File: config.mk
export PLATFORM = sky130hd
export DESIGN_NAME = kpht_split
export DESIGN_NICKNAME = d
export VERILOG_FILES = /design/src/rtl/kmer_prefix_chained_hash_table_core_macros.svh /design/src/rtl/kpht_pkg.sv /design/src/rtl/kpht_split.sv
export SDC_FILE = /design/constraint.sdc
export NUM_CORES = 1
export LEC_CHECK = 0
export BUFFER_PORTS_ARGS = -buffer_cell sky130_fd_sc_hd__buf_2
export CAP_MARGIN = 25
export CORE_UTILIZATION = 30
export DETAILED_ROUTE_END_ITERATION = 8
export GPL_TIMING_DRIVEN = 1
export PLACE_DENSITY_LB_ADDON = 0.3
export RECOVER_POWER = 50
export REMOVE_ABC_BUFFERS = 1
export SLEW_MARGIN = 5
export SYNTH_ARGS = -nofsm -noshare
export SYNTH_HDL_FRONTEND = slang
export SYNTH_SLANG_ARGS = --single-unit
File: constraint.sdc
create_clock -name vclk -period 7.6
set_input_delay 1.52 -clock vclk [all_inputs]
set_output_delay 1.52 -clock vclk [all_outputs]
set_load 0.05 [all_outputs]
File: src/rtl/kmer_prefix_chained_hash_table_core_macros.svh
// assertion macros shared by the k-mer hash table rtl
// no dependencies; include with the bare file name
`ifndef KMER_PREFIX_CHAINED_HASH_TABLE_CORE_MACROS_SVH
`define KMER_PREFIX_CHAINED_HASH_TABLE_CORE_MACROS_SVH

`ifndef SYNTHESIS
// property checked on i_clk, held off while i_rst_n is low
`define KPHT_ASSERT(label, prop, msg) \
    label: assert property (@(posedge i_clk) disable iff (!i_rst_n) prop) else $error(msg);
// condition that must never be seen
`define KPHT_ASSERT_NEVER(label, cond, msg) \
    label: assert property (@(posedge i_clk) disable iff (!i_rst_n) !(cond)) else $error(msg);
`else
`define KPHT_ASSERT(label, prop, msg)
`define KPHT_ASSERT_NEVER(label, cond, msg)
`endif

`endif

File: src/rtl/kpht_pkg.sv
// types, constants and helpers of the k-mer hash table
// no dependencies
package kpht_pkg;

    localparam int CODES_W    = 64;
    localparam int KEY_W      = 62;
    localparam int CNT_W      = 32;
    localparam int SEQ_W      = 24;
    localparam int CHAIN_W    = 10;
    localparam int BKT_W      = 3;
    localparam int PFX_W      = 3;
    localparam int KLEN_W     = 6;
    localparam int CFG_IDX_W  = 1;
    localparam int CFG_DATA_W = 6;

    localparam logic [CFG_IDX_W-1:0] CFG_PREFIX_LEN = 1'd0;
    localparam logic [CFG_IDX_W-1:0] CFG_KMER_LEN   = 1'd1;

    localparam logic REQ_LOOKUP = 1'b0;
    localparam logic REQ_ADD    = 1'b1;

    localparam logic [PFX_W-1:0]  PREFIX_LEN_RST = 3'd5;
    localparam logic [KLEN_W-1:0] KMER_LEN_MAX   = 6'd32;

    typedef struct packed {
        logic                    req_type;
        logic [CODES_W-1:0]      kmer_codes;
        logic signed [SEQ_W-1:0] seq_id;
    } t_req;

    typedef struct packed {
        logic               found;
        logic [CHAIN_W-1:0] chain_index;
        logic [BKT_W-1:0]   bucket_index;
        logic [CNT_W-1:0]   occurrences;
        logic [SEQ_W-1:0]   first_seq;
        logic               overflow;
    } t_rsp;

    typedef struct packed {
        logic [KEY_W-1:0] key;
        logic [CNT_W-1:0] hits;
        logic [SEQ_W-1:0] first;
    } t_bucket;

    // magnitude of a signed id, most negative value maps to 2^23
    function automatic logic [SEQ_W-1:0] abs_id(input logic signed [SEQ_W-1:0] v);
        logic [SEQ_W-1:0] u;
        u = v;
        return u[SEQ_W-1] ? SEQ_W'(~u + SEQ_W'(1)) : u;
    endfunction

endpackage

File: src/rtl/kpht_split.sv
// splits packed base codes into chain row and key under the current lengths
// depends on kpht_pkg
module kpht_split #(
    parameter int MAX_PREFIX = 5
) (
    input  logic [kpht_pkg::PFX_W-1:0]   i_prefix_len,
    input  logic [kpht_pkg::KLEN_W-1:0]  i_kmer_len,
    input  logic [kpht_pkg::CODES_W-1:0] i_codes,
    output logic [2*MAX_PREFIX-1:0]      o_row,
    output logic [kpht_pkg::KEY_W-1:0]   o_key
);

    localparam int ROW_W = 2 * MAX_PREFIX;
    localparam logic [3:0] PMAX = 4'(MAX_PREFIX);

    logic [3:0]                       p_eff;
    logic [5:0]                       k_eff;
    logic [5:0]                       key_bases;
    logic [kpht_pkg::CODES_W-1:0]     row_mask;
    logic [kpht_pkg::CODES_W-1:0]     row_full;
    logic [kpht_pkg::CODES_W-1:0]     shifted;
    logic [kpht_pkg::CODES_W-1:0]     key_mask;
    logic [kpht_pkg::CODES_W-1:0]     key_full;

    always_comb begin
        if (i_prefix_len == '0) begin
            p_eff = 4'd1;
        end else if ({1'b0, i_prefix_len} > PMAX) begin
            p_eff = PMAX;
        end else begin
            p_eff = {1'b0, i_prefix_len};
        end
        k_eff = (i_kmer_len > kpht_pkg::KMER_LEN_MAX) ? kpht_pkg::KMER_LEN_MAX : i_kmer_len;
        key_bases = (k_eff > {2'b00, p_eff}) ? 6'(k_eff - {2'b00, p_eff}) : 6'd0;

        row_mask = (64'd1 << {p_eff, 1'b0}) - 64'd1;
        row_full = i_codes & row_mask;
        shifted  = i_codes >> {p_eff, 1'b0};
        // at most 31 key bases, so the mask never reaches bit 63
        key_mask = (64'd1 << {key_bases, 1'b0}) - 64'd1;
        key_full = shifted & key_mask;
    end

    assign o_row = row_full[ROW_W-1:0];
    assign o_key = key_full[kpht_pkg::KEY_W-1:0];

endmodule

# Word level (Yosys, flattened, before mapping)
# Cells that the tools add are included.
# classes
n_reduce_logical	1
magnitude_cmp	3
add_sub_neg	3
bitwise	2
mux	4
shift	3
# op_table
operator	n
>> shifter 64 x 4 -> 62 bit	1
AND 62 bit	1
<< shifter 1 x 7 -> 62 bit, first input constant	1
subtractor 62 x 1 -> 62 bit, second input constant	1
2-to-1 mux 6 bit	2
AND 10 bit	1
<< shifter 1 x 4 -> 10 bit, first input constant	1
subtractor 10 x 1 -> 10 bit, second input constant	1
greater-than comparator 6 x 4 -> 1 bit	1
greater-than comparator 6 bit, second input constant	1
2-to-1 mux 3 bit	2
subtractor 6 x 4 -> 6 bit	1
greater-than comparator 3 bit, second input constant	1
zero test 3 bit	1
# word_totals
out_inout_bits	72
regBits	0

# Logic depth before layout (Yosys ltp)
# Gate-level depths: netlist (run 1).
# logic_depth
ltp_word	8
ltp_mapped	23
ltp_nobuf	17

# Worst setup path after synthesis (run 1)
# OpenSTA, ideal clock, no wires.
# synth_path
path_kind	input -> output
start	input port i_prefix_len[1] in the netlist's numbering
end	output port o_key[12] in the netlist's numbering
path_stages	21
t_arrival_ns	7.420
required_ns	6.080
n_path_buf	5
setup_slack_ns	-1.340
cell_sequence	clkbuf_1 > nand2b_1 > a21oi_1 > buf_2 > buf_2 > inv_1 > ha_1 > inv_1 > fa_1 > buf_2 > a21o_1 > a21oi_1 > nor3_1 > or2_2 > clkbuf_1 > nor2_1 > inv_1 > ha_1 > o21ai_0 > o21a_1 > a2111oi_0
# synth_via
elab_chain_len	8
# synth_rtl
element	line_no	source
start: declaration	kpht_split.sv:6	input logic [kpht_pkg::PFX_W-1:0] i_prefix_len,
greater-than comparator 3 bit	kpht_split.sv:28	end else if ({1'b0, i_prefix_len} > PMAX) begin
2-to-1 mux 3 bit	kpht_split.sv:28	
2-to-1 mux 3 bit *	kpht_split.sv:26	if (i_prefix_len == '0) begin
subtractor 6 x 4 -> 6 bit or greater-than comparator 6 x 4 -> 1 bit (tied branches)	kpht_split.sv:34	key_bases = (k_eff > {2'b00, p_eff}) ? 6'(k_eff - {2'b00, p_eff}) : 6'd0;
2-to-1 mux 6 bit	kpht_split.sv:34	
<< shifter 1 x 7 -> 62 bit	kpht_split.sv:40	key_mask = (64'd1 << {key_bases, 1'b0}) - 64'd1;
subtractor 62 x 1 -> 62 bit	kpht_split.sv:40	
AND 62 bit *	kpht_split.sv:41	key_full = shifted & key_mask;
end: declaration	kpht_split.sv:10	output logic [kpht_pkg::KEY_W-1:0] o_key
# Mark *: on every way between the ends. The rest lies on a longest branch, timed or not.

# Worst setup path after layout (run 1)
# layout_path
start	input port i_prefix_len[2] in the netlist's numbering
end	output port o_key[56] in the netlist's numbering
# The elaborated chain is that of the path after synthesis.

==> run metrics, run 1 <==
slew margin rel.=-0.933; Final period util=0.957; DRC violations left=0; failing checks=capacitance limit, slew limit; Place WS=0.396 ns; via-per-instance ratio=5.81; WHS=3.04 ns; largest cells by area after synthesis=mux2i_1, nor2_1, a21oi_1; post-layout util=0.376; post-synthesis cell count=554; Setup crit start kind=input port; top cell type by total area after synthesis=mux2i_1; Static Leak=0.00175 uW; CP max FO=9; Seq/Total Area, Yosys=0; Iter 0 DRT Violations=369; Switching Fraction=0.736; final setup fails=0; FF+latch area=0 sq um; crit path DAT=5.76 ns; power share of the combinational group=1.000; outcome=complete, but fails checks; Peak VDD IR=0.000101 V; most numerous cell in the Yosys netlist=nor2_1; CP Capture Type=primary output; total power=598 uW; Internal=158 uW; vias in the first global route=4,071; Starting Density=0.308; final hold vios=0; Clock Power Share=0; crit path kind=in2out; Cell Area, Synth=3340 sq um; Max Clk Rate=0.137 GHz; max-slew violation count=73; gpl congestion=0.954; initial antenna violation count=0; diodes inserted=0; Tmin final=7.28 ns; post-cts hold buffer count=0; postcts setup bufs=0; drt wl/cell=17.4 um; Yosys cell types=56; Worst EP required=6.08 ns; Sequential Power Share=0; seq_cells=0; actual slew at the worst max-slew pin=2.90 ns; CTS resizes=0; Post-DP HPWL=10,900 um; # port buffers=141; NumNets Final=740; Vias=4,634; Filler cells=1,258; setup slack after layout=0.324 ns; max_cap viols=1; RSZ-0062 raised after global routing=false; GRT Resource Usage Total=0.226; Die W=108 um; post-synth top area share=0.159; 1st-pass router iterations=5; hold crit path type=in2out; Commonest cells post-synth=nor2_1, a21oi_1, mux2i_1; die area=11,600 sq um; grt ovf=0; setup TNS=0 ns; Layout area overhead=22.1%; # clk buffers=0; first-pass GRT wire length=21,200 um; footprint of the multi-input gates=3110 sq um; Mapped Avg Cell Area=6.03 sq um; num ports=145; share of cells above drive strength 1=0.231; pwr dens=147 nW/um^2; largest net degree at the start of global routing=73; Post-Route WL=13,900 um; row cnt=38; Switch Pwr=440 uW; Die H=108 um; CORE AREA=10,800 sq um; remaining antenna violation count=0; YS warnings=0
-- power groups by stage --
stage	clock [uW]	sequential, uW	combinational [uW]
after floorplan	0	0	427
after global placement	0	0	595
after detailed placement	0	0	594
after CTS	0	0	597
after global routing	0	0	637
final	0	0	598
-- critical path, cell delays in order --
cell and delay (ns):
buf_2 0.16, nand2b_1 0.21, a21oi_4 0.14, inv_1 0.08
ha_1 0.24, inv_1 0.08, fa_1 0.38, a21o_1 0.28
a21oi_1 0.13, nor3_1 0.30, or2_2 0.30, nor2_1 0.07
inv_1 0.16, ha_1 0.36, inv_1 0.13, o31a_1 0.40
or4_1 0.49, nand2_1 0.07, buf_2 0.26
-- cells in the final DEF, fill, tap and decap left out, types with 2 or more instances in the layout --
master	instances
a21o_1	3
a21oi_1	62
o21a_1	5
and2_1	2
nand4_1	2
clkbuf_2	2
nand2_1	51
buf_4	9
nand3b_1	5
a221oi_1	5
or4_1	2
a2111oi_0	5
nor3b_1	3
o221a_2	3
xnor2_1	3
or3_1	4
nor2_1	99
a211oi_1	31
inv_1	9
o31a_1	2
mux2_2	16
a31oi_1	3
a2111o_1	3
or2_2	4
ha_1	6
nor3_1	24
clkbuf_1	28
o21ai_0	24
o22ai_1	3
and3_1	4
buf_2	114
nand2b_1	9
o211ai_1	9
nor2b_1	9
mux2i_1	53
nor4_1	6
nand3_1	10
xor2_1	5
o31ai_1	3
-- cell type report --
cell class | instances | share of cell area
multi-input cells | 495 | 0.763
repair buffers | 153 | 0.185
well taps | 140 | 0.0429
inverters | 10 | 0.00920
-- cell families after synthesis --
logic type | after synthesis | share of synthesized area
other | 1 | 0.00112
muxes | 69 | 0.213
buffers and inverters | 59 | 0.0712
adders and majority gates | 7 | 0.0285
and+or+nand+nor | 235 | 0.320
xor gates and xnor gates | 8 | 0.0210
AOI/OAI and AO/OA | 175 | 0.346
-- per-layer routing --
| layer | track usage | up-vias | share of wire |
|---|---|---|---|
| li1 | - | 2255 | - |
| met1 | 0.328 | 2155 | 0.47 |
| met2 | 0.378 | 206 | 0.45 |
| met3 | 0.00969 | 18 | 0.066 |
| met4 | 0.0264 | 0 | 0.014 |
| met5 | 0 | - | 0 |
-- through the flow --
stage                     cells  area (sq um)
after floorplan             505          3140
after global placement      798          4120
after detailed placement    798          4120
after CTS                   798          4120
after global routing        798          4080
final                       798          4080
-- worst paths after layout --
| kind | start | to | slack, ns | cells after the start |
|---|---|---|---|---|
| setup / recovery | i_prefix_len[2] | o_key[56] | 0.32 | 19 |
| hold / removal | i_codes[0] | o_row[0] | 3.04 | 0 |
Power figures use the tool's default switching activity.
==> run 2, diff against run 1 <==
BUFFER_PORTS_ARGS = -buffer_cell sky130_fd_sc_hd__buf_4   (was -buffer_cell sky130_fd_sc_hd__buf_2)
==> run metrics, run 2 (same netlist as run 1, synthesis figures left out) <==
max incr delay on CP=0.50 ns; Peak VDD IR=0.0000954 V; row cnt=38; crit path DAT=5.67 ns; first-pass GRT wire length=21,700 um; CP Capture Type=primary output; GRT Resource Usage Total=0.231; CORE AREA=10,800 sq um; initial antenna violation count=0; CP max FO=30; Tmin final=7.19 ns; grt ovf=0; most frequent cells in the layout=buf_4, nor2_1, a21oi_1; # port buffers=141; RSZ-0062 raised after global routing=false; Slowest cell on crit path=or4_1; DRC violations left=0; final hold vios=0; Die H=108 um; pwr dens=145 nW/um^2; Setup crit start kind=input port; hold crit path type=in2out; Worst EP required=6.08 ns; Max Clk Rate=0.139 GHz; crit-path cells=buf_4, nand2b_1, a21oi_4, inv_1, ha_1, inv_1, fa_1, a21o_1, a21oi_1, nor3_1, or2_2, nor2_1, inv_1, ha_2, inv_1, o31a_1, or4_1, nand2_1, buf_4; Post-DP HPWL=11,200 um; Iter 0 DRT Violations=321; outcome=complete, but fails checks; Vias=4,683; drt wl/cell=17.8 um; share of cells above drive strength 1=0.235; gpl congestion=0.901; NumNets Final=742; via-per-instance ratio=5.85; dpl cells=800; remaining antenna violation count=0; num ports=145; WHS=3.04 ns; largest net degree at the start of global routing=72; Final period util=0.946; actual slew at the worst max-slew pin=1.73 ns; FF+latch area=0 sq um; Static Leak=0.00184 uW; final setup fails=0; slew margin rel.=-0.152; failing checks=capacitance limit, slew limit; Post-Route WL=14,200 um; postcts setup bufs=0; vias in the first global route=4,209; post-route insts no fill=800; diodes inserted=0; Layout area overhead=31.3%; # clk buffers=0; Starting Density=0.308; 1st-pass router iterations=5; die area=11,600 sq um; max_cap viols=1; crit path kind=in2out; seq_cells=0; most used cell, CP=inv_1; max-slew violation count=57; Die W=108 um; most common cell after layout, fill and taps aside=buf_4
-- run 2: cell types whose count changed in the layout (fill, tap and decap cells not counted), sizes merged --
cell and change:
buf +3, clkbuf -1
-- run 2: area by class of cell --
class                      instances  area, sq um
tap                              140          175
multi-input combinational        495         3120
timing repair buffer             155         1060
inverter                          10         37.5
fill                            1241         6460
-- run 2: routing by layer --
layer | vias up | global-route usage | part of all wire
li1 | 2252 | - | -
met2 | 204 | 0.388 | 0.46
met3 | 15 | 0.0163 | 0.064
met5 | - | 0 | 0
met4 | 0 | 0.0509 | 0.017
met1 | 2212 | 0.321 | 0.46
-- run 2: worst max-delay path, delay by kind of cell --
family | cells | cell delay (ns)
buf+inv | 6 | 0.81
fa+ha+maj | 3 | 0.90
compound gates | 4 | 0.98
simple gates | 6 | 1.45
-- run 2: final timing paths --
check	startpoint	end	depth (start not counted)
hold / removal	i_codes[0]	o_row[0]	0
setup / recovery	i_prefix_len[1]	o_key[56]	19
-- run 2: power breakdown --
| group | internal [uW] | switching (uW) | total (uW) | leakage, uW |
|---|---|---|---|---|
| clock network | 0 | 0 | 0 | 0 |
| logic | 191 | 445 | 636 | 0.00184 |
| registers | 0 | 0 | 0 | 0 |
-- run 2: timing repair --
action                     in CTS  in global routing
gates resized for setup         0                  1
setup endpoints to repair       0                  1
hold buffers                    0                  0
hold endpoints to repair        0                  0
-- run 2: through the flow --
step | power [uW] | setup WS, ns | TNS, ns | util | area [sq um]
after CTS | 647 | 0.338 | 0 | 0.414 | 4490
after detailed placement | 645 | 0.354 | 0 | 0.414 | 4490
final | 636 | 0.408 | 0 | 0.404 | 4380
after global routing | 674 | 0.0946 | 0 | 0.404 | 4380
after global placement | 643 | 0.526 | 0 | 0.414 | 4490
after floorplan | 427 | -4.32 | -171.34 | - | 3140
